File: config.mk
export PLATFORM = sky130hd
export DESIGN_NAME = two_set_membership_engine
export DESIGN_NICKNAME = d
export VERILOG_FILES = /design/src/rtl/core/tsme_pkg.sv /design/src/rtl/core/two_set_membership_engine.sv
export SDC_FILE = /design/constraint.sdc
export NUM_CORES = 2
export LEC_CHECK = 0
export ABC_AREA = 1
export BUFFER_PORTS_ARGS = -buffer_cell sky130_fd_sc_hd__buf_2
export CORE_ASPECT_RATIO = 0.6
export CORE_MARGIN = 2
export CORE_UTILIZATION = 50
export CTS_BUF_LIST = sky130_fd_sc_hd__clkbuf_16
export CTS_CLUSTER_DIAMETER = 120
export DETAILED_ROUTE_END_ITERATION = 8
export GPL_ROUTABILITY_DRIVEN = 0
export PLACE_DENSITY = 0.68
export SKIP_LAST_GASP = 1
export SYNTH_ARGS = -nofsm -noshare
export SYNTH_HDL_FRONTEND = slang
export SYNTH_SLANG_ARGS = --single-unit
File: constraint.sdc
create_clock -name clk -period 3.8 [get_ports clk]
set_input_delay 0.57 -clock clk [delete_from_list [all_inputs] [get_ports clk]]
set_output_delay 0.57 -clock clk [all_outputs]
set_load 0.02 [all_outputs]
File: src/rtl/core/tsme_pkg.sv
// Package for the two-set membership engine.
// Holds opcode and state encodings; no dependencies.
package tsme_pkg;

	typedef enum logic [3:0] {
		OP_INSERT    = 4'd0,
		OP_ERASE     = 4'd1,
		OP_CONTAINS  = 4'd2,
		OP_CLEAR     = 4'd3,
		OP_UNION     = 4'd4,
		OP_INTERSECT = 4'd5,
		OP_DIFF      = 4'd6,
		OP_SYMDIFF   = 4'd7,
		OP_RELATIONS = 4'd8
	} opcode_t;

	typedef enum logic [2:0] {
		ST_IDLE,
		ST_OUTER,
		ST_INNER,
		ST_EMIT,
		ST_DONE
	} state_t;

endpackage

File: src/rtl/core/two_set_membership_engine.sv
// Two-set membership engine: top level with the element memories and the sequencer.
// Depends on tsme_pkg.
//
// Usage: items enter on in_valid/in_stall with opcode, set_select and element.
// Results leave on out_valid/out_stall; every item gives at least one result,
// the final one marked by last. Set-algebra operations stream a run of
// elements (an empty run gives one result with has_element low). Each run
// element is held back until the next one is found, so the final one carries last.
// Each set lives in a memory of SET_CAPACITY entries with registered reads;
// every entry visited is first requested and then compared once its data lands.
// Insert, erase and contains walk the subject set; clear and unused opcodes
// walk nothing; intersection and difference search the other set for each
// subject entry; union, symmetric difference and relations then also search
// the subject set for each entry of the other.
// A result waits in the output register while the receiver stalls; the walk
// pauses until it is taken, so nothing is lost.
// Reset clears both counts and the sequencer; memory contents are not
// cleared since entries at or above the count are never read.
// One item is worked at a time; in_stall is high while an item is in work.
module two_set_membership_engine #(
	parameter int SET_CAPACITY = 16,
	parameter int ELEMENT_BITS = 32
) (
	input  logic               clk,
	input  logic               arst_n,
	input  logic               in_valid,
	output logic               in_stall,
	input  logic [3:0]         opcode,
	input  logic               set_select,
	input  logic signed [31:0] element,
	output logic               out_valid,
	input  logic               out_stall,
	output logic signed [31:0] out_element,
	output logic               has_element,
	output logic               last,
	output logic               found,
	output logic [4:0]         count,
	output logic               overflow,
	output logic               is_subset,
	output logic               is_proper_subset,
	output logic               is_disjoint,
	output logic               is_equal
);

	localparam int AW = (SET_CAPACITY > 1) ? $clog2(SET_CAPACITY) : 1;
	localparam int CW = $clog2(SET_CAPACITY + 1);
	localparam int EW = (ELEMENT_BITS < 32) ? ELEMENT_BITS : 32;
	localparam logic [CW-1:0] CAP = CW'(SET_CAPACITY);

	// element memories
	logic [EW-1:0] mem_a [SET_CAPACITY];
	logic [EW-1:0] mem_b [SET_CAPACITY];
	logic [EW-1:0] rd_a_q, rd_b_q;
	logic [AW-1:0] ra_a, ra_b, wa;
	logic          we_a, we_b;
	logic [EW-1:0] wd;

	logic [CW-1:0] cnt_a_q, cnt_b_q;

	// item registers
	tsme_pkg::state_t state_q, state_d;
	logic [3:0]  op_q;
	logic        sel_q;
	logic [EW-1:0] val_q;
	// walk registers: i over primary set, j over secondary, phase 1 = second pass
	logic [CW-1:0] i_q, j_q;
	logic          phase_q;
	logic          rd_pend_q;   // read data for the address of last cycle lands now
	logic          hit_q;       // inner hit / found
	logic [EW-1:0] cur_q;       // outer element under test
	logic [EW-1:0] pe_q;        // run element held until the next one or the end
	logic          pv_q;
	logic          sub_q, dis_q, sup_q;

	// output register
	logic        ov_q;
	logic [31:0] oe_q;
	logic        oh_q, ol_q, of_q, oo_q, os_q, op_sub_q, od_q, oq_q;
	logic [4:0]  oc_q;

	logic [CW-1:0] n_s, m_s;
	assign n_s = sel_q ? cnt_b_q : cnt_a_q;
	assign m_s = sel_q ? cnt_a_q : cnt_b_q;

	logic out_free;
	assign out_free = !ov_q || !out_stall;
	assign in_stall = (state_q != tsme_pkg::ST_IDLE);

	// read port data: primary (walked by i) is subject in phase 0, other in phase 1
	logic [EW-1:0] subj_rd, oth_rd;
	assign subj_rd = sel_q ? rd_b_q : rd_a_q;
	assign oth_rd  = sel_q ? rd_a_q : rd_b_q;

	logic is_alg, is_mem, is_rel;
	assign is_alg = (op_q == tsme_pkg::OP_UNION) || (op_q == tsme_pkg::OP_INTERSECT) ||
		(op_q == tsme_pkg::OP_DIFF) || (op_q == tsme_pkg::OP_SYMDIFF);
	assign is_mem = (op_q == tsme_pkg::OP_INSERT) || (op_q == tsme_pkg::OP_ERASE) ||
		(op_q == tsme_pkg::OP_CONTAINS);
	assign is_rel = (op_q == tsme_pkg::OP_RELATIONS);

	// lengths of primary/secondary walk for current phase
	logic [CW-1:0] plen, slen;
	assign plen = phase_q ? m_s : n_s;
	assign slen = phase_q ? n_s : m_s;
	logic [EW-1:0] prim_rd, sec_rd;
	assign prim_rd = phase_q ? oth_rd : subj_rd;
	assign sec_rd  = phase_q ? subj_rd : oth_rd;

	logic need_second;
	assign need_second = (op_q == tsme_pkg::OP_UNION) || (op_q == tsme_pkg::OP_SYMDIFF) ||
		is_rel;

	logic take_el;
	always_comb begin
		if (phase_q) take_el = !hit_q;
		else begin
			case (op_q)
				tsme_pkg::OP_UNION:     take_el = 1'b1;
				tsme_pkg::OP_INTERSECT: take_el = hit_q;
				default:                take_el = !hit_q;
			endcase
		end
	end

	// sequencer outputs: advance, result loads and memory writes
	logic emit_adv, emit_mid, done_go, erase_wr, ins_wr, load_out;
	always_comb begin
		emit_adv = 1'b0;
		emit_mid = 1'b0;
		done_go  = 1'b0;
		erase_wr = 1'b0;
		ins_wr   = 1'b0;
		unique case (state_q)
			tsme_pkg::ST_OUTER: begin
				erase_wr = (op_q == tsme_pkg::OP_ERASE) && hit_q && rd_pend_q;
			end
			tsme_pkg::ST_EMIT: begin
				emit_mid = is_alg && take_el && pv_q && out_free;
				emit_adv = !(is_alg && take_el && pv_q) || out_free;
			end
			tsme_pkg::ST_DONE: begin
				done_go = out_free;
				ins_wr  = out_free && (op_q == tsme_pkg::OP_INSERT) && !hit_q && (n_s < CAP);
			end
			default: ;
		endcase
	end
	assign load_out = emit_mid || done_go;

	// next state
	always_comb begin
		state_d = state_q;
		unique case (state_q)
			tsme_pkg::ST_IDLE: if (in_valid) state_d = tsme_pkg::ST_OUTER;
			tsme_pkg::ST_OUTER: begin
				if (is_mem) begin
					if (rd_pend_q) begin
						if (op_q != tsme_pkg::OP_ERASE && subj_rd == val_q)
							state_d = tsme_pkg::ST_DONE;
					end else if (i_q >= n_s) state_d = tsme_pkg::ST_DONE;
				end else if (is_alg || is_rel) begin
					if (rd_pend_q) state_d = tsme_pkg::ST_INNER;
					else if (i_q >= plen && (phase_q || !need_second))
						state_d = tsme_pkg::ST_DONE;
				end else begin
					state_d = tsme_pkg::ST_DONE;
				end
			end
			tsme_pkg::ST_INNER: begin
				if (!rd_pend_q && (hit_q || j_q >= slen)) state_d = tsme_pkg::ST_EMIT;
			end
			tsme_pkg::ST_EMIT: if (emit_adv) state_d = tsme_pkg::ST_OUTER;
			tsme_pkg::ST_DONE: if (out_free) state_d = tsme_pkg::ST_IDLE;
			default: state_d = tsme_pkg::ST_IDLE;
		endcase
	end

	// memory addressing
	always_comb begin
		ra_a = i_q[AW-1:0];
		ra_b = i_q[AW-1:0];
		if (state_q == tsme_pkg::ST_INNER) begin
			// secondary walk: secondary set is other in phase 0
			if (sel_q ^ phase_q) ra_a = j_q[AW-1:0];
			else ra_b = j_q[AW-1:0];
		end
	end

	// erase shift writes entry i-1 with the data of i; insert appends at the count
	always_comb begin
		wa   = erase_wr ? AW'(i_q - CW'(1)) : n_s[AW-1:0];
		wd   = erase_wr ? subj_rd : val_q;
		we_a = (erase_wr || ins_wr) && !sel_q;
		we_b = (erase_wr || ins_wr) && sel_q;
	end

	// memories: one write, one registered read each
	always_ff @(posedge clk) begin
		if (we_a) mem_a[wa] <= wd;
		if (we_b) mem_b[wa] <= wd;
		rd_a_q <= mem_a[ra_a];
		rd_b_q <= mem_b[ra_b];
	end

	// sequencer registers
	always_ff @(posedge clk or negedge arst_n) begin
		if (!arst_n) begin
			state_q   <= tsme_pkg::ST_IDLE;
			cnt_a_q   <= '0;
			cnt_b_q   <= '0;
			ov_q      <= 1'b0;
			i_q       <= '0;
			j_q       <= '0;
			phase_q   <= 1'b0;
			rd_pend_q <= 1'b0;
			hit_q     <= 1'b0;
			pv_q      <= 1'b0;
			sub_q     <= 1'b1;
			dis_q     <= 1'b1;
			sup_q     <= 1'b1;
		end else begin
			state_q <= state_d;
			if (load_out) ov_q <= 1'b1;
			else if (!out_stall) ov_q <= 1'b0;
			unique case (state_q)
				tsme_pkg::ST_IDLE: begin
					i_q <= '0; j_q <= '0; phase_q <= 1'b0;
					rd_pend_q <= 1'b0; hit_q <= 1'b0; pv_q <= 1'b0;
					sub_q <= 1'b1; dis_q <= 1'b1; sup_q <= 1'b1;
				end
				tsme_pkg::ST_OUTER: begin
					if (is_mem) begin
						// search, then for erase shift the later entries down
						if (rd_pend_q) begin
							rd_pend_q <= 1'b0;
							i_q <= i_q + CW'(1);
							if (!hit_q && subj_rd == val_q) hit_q <= 1'b1;
						end else if (i_q < n_s) begin
							rd_pend_q <= 1'b1;
						end
					end else if (is_alg || is_rel) begin
						if (rd_pend_q) begin
							// entry i landed: start the inner walk
							rd_pend_q <= 1'b0;
							j_q <= '0;
							hit_q <= 1'b0;
						end else if (i_q < plen) begin
							rd_pend_q <= 1'b1;
						end else if (!phase_q && need_second) begin
							phase_q <= 1'b1;
							i_q <= '0;
						end
					end
				end
				tsme_pkg::ST_INNER: begin
					if (rd_pend_q) begin
						rd_pend_q <= 1'b0;
						j_q <= j_q + CW'(1);
						if (sec_rd == cur_q) hit_q <= 1'b1;
					end else if (!hit_q && j_q < slen) begin
						rd_pend_q <= 1'b1;
					end
				end
				tsme_pkg::ST_EMIT: begin
					if (is_rel) begin
						if (phase_q) begin
							if (!hit_q) sup_q <= 1'b0;
						end else if (hit_q) dis_q <= 1'b0;
						else sub_q <= 1'b0;
					end
					if (emit_adv) begin
						i_q <= i_q + CW'(1);
						if (is_alg && take_el) pv_q <= 1'b1;
					end
				end
				tsme_pkg::ST_DONE: begin
					if (out_free) begin
						if (op_q == tsme_pkg::OP_CLEAR) begin
							if (sel_q) cnt_b_q <= '0;
							else cnt_a_q <= '0;
						end
						if (ins_wr) begin
							if (sel_q) cnt_b_q <= cnt_b_q + CW'(1);
							else cnt_a_q <= cnt_a_q + CW'(1);
						end
						if (op_q == tsme_pkg::OP_ERASE && hit_q) begin
							if (sel_q) cnt_b_q <= cnt_b_q - CW'(1);
							else cnt_a_q <= cnt_a_q - CW'(1);
						end
					end
				end
				default: ;
			endcase
		end
	end

	// item capture, walk data and output payload
	always_ff @(posedge clk) begin
		if (state_q == tsme_pkg::ST_IDLE && in_valid) begin
			op_q  <= opcode;
			sel_q <= set_select;
			val_q <= element[EW-1:0];
		end
		if (state_q == tsme_pkg::ST_OUTER && !is_mem && rd_pend_q) cur_q <= prim_rd;
		if (state_q == tsme_pkg::ST_EMIT && emit_adv && is_alg && take_el) pe_q <= cur_q;
		// send the held run element; the new one takes its place
		if (emit_mid) begin
			oe_q <= 32'(pe_q); oh_q <= 1'b1; ol_q <= 1'b0; of_q <= 1'b0;
			oc_q <= 5'(n_s); oo_q <= 1'b0;
			os_q <= 1'b0; op_sub_q <= 1'b0; od_q <= 1'b0; oq_q <= 1'b0;
		end
		// final result of the item
		if (done_go) begin
			oe_q <= pv_q ? 32'(pe_q) : 32'd0;
			oh_q <= pv_q;
			ol_q <= 1'b1;
			of_q <= is_mem && hit_q;
			oo_q <= (op_q == tsme_pkg::OP_INSERT) && !hit_q && (n_s >= CAP);
			os_q <= 1'b0; op_sub_q <= 1'b0; od_q <= 1'b0; oq_q <= 1'b0;
			if (op_q == tsme_pkg::OP_CLEAR) oc_q <= '0;
			else if (ins_wr) oc_q <= 5'(n_s + CW'(1));
			else if (op_q == tsme_pkg::OP_ERASE && hit_q) oc_q <= 5'(n_s - CW'(1));
			else oc_q <= 5'(n_s);
			if (is_rel) begin
				os_q <= sub_q;
				op_sub_q <= sub_q && (n_s < m_s);
				od_q <= dis_q;
				oq_q <= sub_q && sup_q;
			end
		end
	end

	assign out_valid        = ov_q;
	assign out_element      = oe_q;
	assign has_element      = oh_q;
	assign last             = ol_q;
	assign found            = of_q;
	assign count            = oc_q;
	assign overflow         = oo_q;
	assign is_subset        = os_q;
	assign is_proper_subset = op_sub_q;
	assign is_disjoint      = od_q;
	assign is_equal         = oq_q;

	// counts never exceed capacity
	assert property (@(posedge clk) disable iff (!arst_n) cnt_a_q <= CAP && cnt_b_q <= CAP)
		else $error("set count above capacity");
	// no new item accepted while one is in work
	assert property (@(posedge clk) disable iff (!arst_n)
		state_q != tsme_pkg::ST_IDLE |-> in_stall)
		else $error("input open during work");
	// a memory write only happens on insert or erase
	assert property (@(posedge clk) disable iff (!arst_n)
		(we_a || we_b) |-> (op_q == tsme_pkg::OP_INSERT || op_q == tsme_pkg::OP_ERASE))
		else $error("stray memory write");
	// a stalled result stays put
	assert property (@(posedge clk) disable iff (!arst_n)
		(ov_q && out_stall) |=> (ov_q && $stable(oe_q) && $stable(ol_q)))
		else $error("stalled result changed");

endmodule

Word-level counts from Yosys, hierarchy flattened
Memory sizes are Yosys's and may differ from the RTL's. A register that Yosys moved wholly into a read port is not among the register bits.
Cells that the tools add are included.
- bits in registers: 177
- bits in latches: 0
- bits in writable memories: 1024
- memory bits (read-only): 0
- bits of input ports: 41
- output and inout bits: 47
- word-level logic and storage cells: 284
- memories kept: 2
- $add $sub $neg: 9
- multipliers: 0
- divide/modulo/power cells: 0
- order comparisons: 9
- equal/unequal tests: 44
- shift-type cells: 0
- mux-type cells: 122
- bitwise operators: 1
- reduce and logical (&&, ||, !) cells: 69
- memory list (memory ; words ; width ; read ports ; clocked after memory_dff ; wr ports ; RTL line ; RTL):
    mem_a ; 16 ; 32 ; 1 ; 1 ; 1 ; two_set_membership_engine.sv:51 ; logic [EW-1:0] mem_a [SET_CAPACITY];
    mem_b ; 16 ; 32 ; 1 ; 1 ; 1 ; two_set_membership_engine.sv:52 ; logic [EW-1:0] mem_b [SET_CAPACITY];
- operators by type and width (kind ; number):
    $mux 32 ; 8
    $mux 5 ; 32
    $eq 32x32->1 ; 2
    $mux 1 ; 55
    $ne 2x2->1 const B ; 17
    $mux 3 ; 11
    $pmux 5 s3 ; 2
    $logic_and 1x1->1 ; 27
    $add 5x1->5 const B ; 5
    $reduce_and 7->1 ; 3
    $lt 5x5->1 ; 4
    $mux 4 ; 5
    $eq 4x3->1 const B ; 4
    $ne 4x4->1 const B ; 4
    $ge 5x5->1 ; 3
    $ne 3x3->1 const B ; 5
    $pmux 3 s5 ; 1
    $sub 5x1->5 const B ; 3
    $logic_or 1x1->1 ; 14
    $pmux 1 s2 ; 6
    $reduce_and 4->1 ; 3
    $logic_not 1->1 ; 9
    $reduce_bool 3->1 ; 3
    $eq 4x2->1 const B ; 2
    other kinds (20) ; 26

Logic depth before layout (Yosys ltp)
- depth after elaboration: 12
- depth in mapped cells: 20
- mapped depth without buffers: 18

Worst setup path after synthesis
No wires, ideal clock.
- kind: register to register
- start point: register sel_q
- end point: memory mem_a[15][0] (netlist name), enable pin
- library setup time: 421 ps
- arrival: 3178 ps
- data required time: 3379 ps
- slack: 201 ps
- stages on the path, launching flop included: 11
- path buffers: 3
- clock period less this slack: 3599 ps
- path through: edfxtp_1 -> buf_4 -> buf_2 -> buf_4 -> o21ai_2 -> nor2_1 -> a21oi_1 -> inv_1 -> nor2_1 -> nand2_1 -> nor2_1
- longest elaborated chain between the ends: 8
- elaborated cells between the ends (all ways): 10
- classes of those cells: order compare: 1; mux: 5; reduce/logical: 4
- ends and longest elaborated chain (element ; RTL line ; RTL):
    from (decl) ; two_set_membership_engine.sv:63 ; logic sel_q;
    from (signal assigned) ; two_set_membership_engine.sv:301 ; sel_q <= set_select;
    $mux 5 ; two_set_membership_engine.sv:82 ; assign n_s = sel_q ? cnt_b_q : cnt_a_q;
    $lt 5x5->1 ; two_set_membership_engine.sv:143 ; ins_wr = out_free && (op_q == tsme_pkg::OP_INSERT) && !hit_q && (n_s < CAP);
    $logic_and 1x1->1 ; two_set_membership_engine.sv:143 ;
    $mux 1 ; two_set_membership_engine.sv:133 ; unique case (state_q)
    $logic_or 1x1->1 ; two_set_membership_engine.sv:193 ; we_a = (erase_wr || ins_wr) && !sel_q;
    $logic_and 1x1->1 ; two_set_membership_engine.sv:193 ;
    $mux 1 ; two_set_membership_engine.sv:199 ; if (we_a) mem_a[wa] <= wd;
    $mux 1 (implied by the code) ; two_set_membership_engine.sv:199 ;
    to (decl) ; two_set_membership_engine.sv:51 ;
Parallel ways exist; a longest one is shown, timed or not.

Final worst setup path
- start point: register op_q[1]
- end point: memory mem_a[1][3] (netlist name), enable pin
- longest elaborated chain between the ends: 9
- elaborated cells between the ends (all ways): 14
- classes of those cells: eq/ne: 1; mux: 5; reduce/logical: 8
- ends and longest elaborated chain (element ; RTL line ; RTL):
    from (decl) ; two_set_membership_engine.sv:62 ; logic [3:0] op_q;
    from (signal assigned) ; two_set_membership_engine.sv:300 ; op_q <= opcode;
    $logic_not 4->1 ; two_set_membership_engine.sv:143 ;
    $logic_and 1x1->1 (3 in a row) ; two_set_membership_engine.sv:143 ;
    $mux 1 ; two_set_membership_engine.sv:133 ;
    $logic_or 1x1->1 ; two_set_membership_engine.sv:193 ;
    $logic_and 1x1->1 ; two_set_membership_engine.sv:193 ;
    $mux 1 ; two_set_membership_engine.sv:199 ;
    $mux 1 (implied by the code) ; two_set_membership_engine.sv:199 ;
Parallel ways exist; a longest one is shown, timed or not.

==> flow_summary.json <==
{
  "status": "finished clean",
  "critPathKind": "flop to flop",
  "initial_core_util_pct": 50.40,
  "mostFrequentLayoutCell": "edfxtp_1",
  "nFillCells": 8400,
  "cts_root_buf": "clkbuf_16",
  "instances_no_fill": 6127,
  "leakagePower_nw": 21.37,
  "hold_viol": 0,
  "tightestPinTransition_ns": 1.313,
  "core_sq_um": 104900,
  "path_max_fanout": 25,
  "ctsLongestPathBuffers": 3,
  "place_hpwl_um": 89420,
  "switchingPower_mw": 13.23,
  "holdBufCountCts": 28,
  "clock-sinks": 1265,
  "end_kind": "flop",
  "clk_pin_slew_ns": 0.07,
  "yosysWarnings": 0,
  "worstPathRequired_ns": 4.23,
  "vdd_drop_max_uv": 450.9,
  "cpMostUsedCell": "buf_4",
  "intPower_mw": 25.43,
  "setup_slack_ns": 0.2930,
  "synthArstFlopShare_pct": 2.451,
  "seq_area_sq_um": 37190,
  "io_pins": 88,
  "synth_fa_ha_area_share_pct": 0.6392,
  "drc": 0,
  "tritoncts.num_buffers": 108,
  "cp.arrival_ns": 3.93,
  "slowest_stage": "nor2_4",
  "postCtsSetupRepairBufs": 0,
  "synth-seq-cells": 1265,
  "routed_wl_um": 148300,
  "syn-instance-count": 4494,
  "clock_latency_ns": 0.74,
  "finalInstanceArea_sq_um": 60080,
  "drtIter0Drc": 5173,
  "ant_nets": 0,
  "die-width_um": 423.7,
  "muxShareOfSynthArea_pct": 0,
  "synth_edf_count": 1169,
  "rsz0062_at_grt": "false",
  "overflow": 0,
  "hold_path.class": "input port to flop",
  "post_drt_wl_per_cell_um": 24.20,
  "hold_slack_ns": 0.03877,
  "drv_cap": 0,
  "fin_worst_skew_ns": 0.04017,
  "antenna_found_initial": 6,
  "via_count": 36210,
  "layout-drive-gt1-share_pct": 10.95,
  "period_share_pct": 92.29,
  "seq_power_share_pct": 45.1,
  "die_y_um": 255.8,
  "grt_pass1_vias": 33190,
  "r2r_slack_ns": 0.29,
  "grtUsageTotal_pct": 27.23,
  "grt_max_degree": 129,
  "fin_setup_tns_ns": 0,
  "synth_compound_area_share_pct": 13.02,
  "synth_cell_type_count": 48,
  "synthSimpleGateAreaFrac_pct": 11.08,
  "placed_area_sq_um": 56320,
  "synth_ff_type": "edfxtp_1",
  "dieArea_sq_um": 108400,
  "max_freq_mhz": 285.1,
  "yosys.area.top_type": "edfxtp_1",
  "syn_area_per_cell_sq_um": 11.76,
  "ctsHtreeMaxLevel": 3,
  "setup_viol": 0,
  "worst-path-buf-inv": 3,
  "clkPwrFrac_pct": 28.4,
  "final_cell_mix": "edfxtp_1 (1,169), nand2_1 (658), o21ai_0 (612)",
  "fin_nets": 4687,
  "synth_area_leaders": "edfxtp_1 (66%), o21ai_0 (6.1%), nand2_1 (4.7%)",
  "yosys.area_share.xor_xnor_pct": 0.2486,
  "p_per_area_nw_per_um2": 643.5,
  "cts_tree": "built",
  "synth_top_family_by_area": "compound AO/OA/AOI/OAI gates",
  "synthesis.area_sq_um": 52850,
  "path_delay_family": "simple AND/OR/NAND/NOR gates",
  "syn_nets": 4562,
  "min_period_ns": 3.507,
  "combPwrFrac_pct": 26.6,
  "seq_area_frac_synth_pct": 70.35,
  "cts_resized": 0,
  "port_buffers": 87,
  "drv_slew": 0,
  "synth_top_cell_area_share_pct": 66.42,
  "path_cells": "nor2_1 -> nand3_1 -> nor3_2 -> buf_4 -> a21oi_1 -> buf_4 -> nor2_1 -> nand2_1 -> nor2_4 -> buf_4",
  "numPlacedInstances": 5891,
  "dr.pass1.iters": 6,
  "grt_pass1_wl_um": 220000,
  "multi_input_area_sq_um": 13770,
  "rows": 92,
  "p_sw_share_pct": 34.21,
  "via_per_inst": 5.910,
  "place_ws_ns": 0.3708,
  "slew-limit-headroom_pct": 12.48,
  "critPathLaunchType": "flop",
  "crit_path_max_incr_delay_ns": 0.86,
  "area_growth_pct": 13.67
}
==> routing by layer <==
layer  share of wire, %  GRT usage [%]
met2                 39          35.69
met5              0.018              0
met4                2.4          6.623
met1                 44          43.54
met3                 14          8.366
==> kinds of logic (layout without fill, tap and decap cells) <==
kind of cell,after synthesis,count (layout)
other,0,4
flip-flops,1265,1265
adder cells (fa/ha/maj),27,27
AO/OA/AOI/OAI,1156,1156
XOR/XNOR,15,15
buffers and inverters,595,814
AND/OR/NAND/NOR,1436,1436
==> stage by stage <==
stage                     power, mW  utilization [%]
after floorplan               23.68                -
after global placement        27.50            53.70
after detailed placement      27.64            53.71
after CTS                     38.50            57.28
after global routing          40.34            57.28
final                         38.66            57.29
==> area by class of cell <==
type	instances	area share, %
antenna	4	0.01666
clock buffer	109	4.540
clock inverter	95	1.227
inverter	336	2.103
multi-input combinational	2634	22.93
sequential	1265	61.89
tap	1410	2.936
timing repair buffer	274	4.357
==> cells in the mapped netlist, types with 4 or more instances <==
cell,count
o211ai_1,235
a21oi_1,42
inv_1,320
buf_4,15
edfxtp_1,1169
dfxtp_1,65
a22oi_1,5
or2_2,17
nand3b_1,11
o21ai_2,10
ha_1,27
clkbuf_2,4
clkbuf_1,104
nand3_1,219
o21ai_1,60
o221ai_1,50
clkinv_1,4
nor2_1,491
dfrtp_1,28
xor2_1,12
nor3_1,20
nand2_1,659
o21bai_1,76
o21ai_0,643
o22ai_1,5
a31oi_1,18
and2_1,4
buf_2,127
buf_1,8
inv_2,12
nand4_1,7
==> registers in the layout, indices dropped and copies added, names as in the netlist, 3 cells and up, named ones only <==
register     cells
out_element     32
cnt_a_q          4
count            5
cur_q           32
rd_a_q          32
rd_b_q          32
cnt_b_q          4
state_q          3
mem_a          512
op_q             4
pe_q            32
val_q           32
j_q              5
i_q              5
mem_b          512
==> power by group through the flow <==
stage               clock network, mW  logic (mW)  registers, mW
floorplan                           0        6.35           17.3
finish                           11.0        10.3           17.4
global placement                    0        9.82           17.7
CTS                              11.1        10.0           17.4
detailed placement                  0        9.96           17.7
global route                     11.6        11.3           17.4
==> worst register-to-register path, delay by kind of cell, from the launching register on <==
kind | cells | cell delay [ns]
AND/OR/NAND/NOR | 6 | 2.02
flip-flops | 1 | 0.43
buffers and inverters | 3 | 0.69
AO/OA/AOI/OAI | 1 | 0.09
==> worst paths after layout <==
check	startpoint	endpoint	cells after the start
worst max-delay path	op_q[1]	mem_a[1][3]	10
worst min-delay path	element[25]	val_q[25]	1
worst max register to register	op_q[1]	mem_a[1][3]	10
worst min register to register	last	last	2
max in group asynchronous	arst_n	phase_q	2
min in group asynchronous	arst_n	out_valid	2
Power figures use the tool's default switching activity.
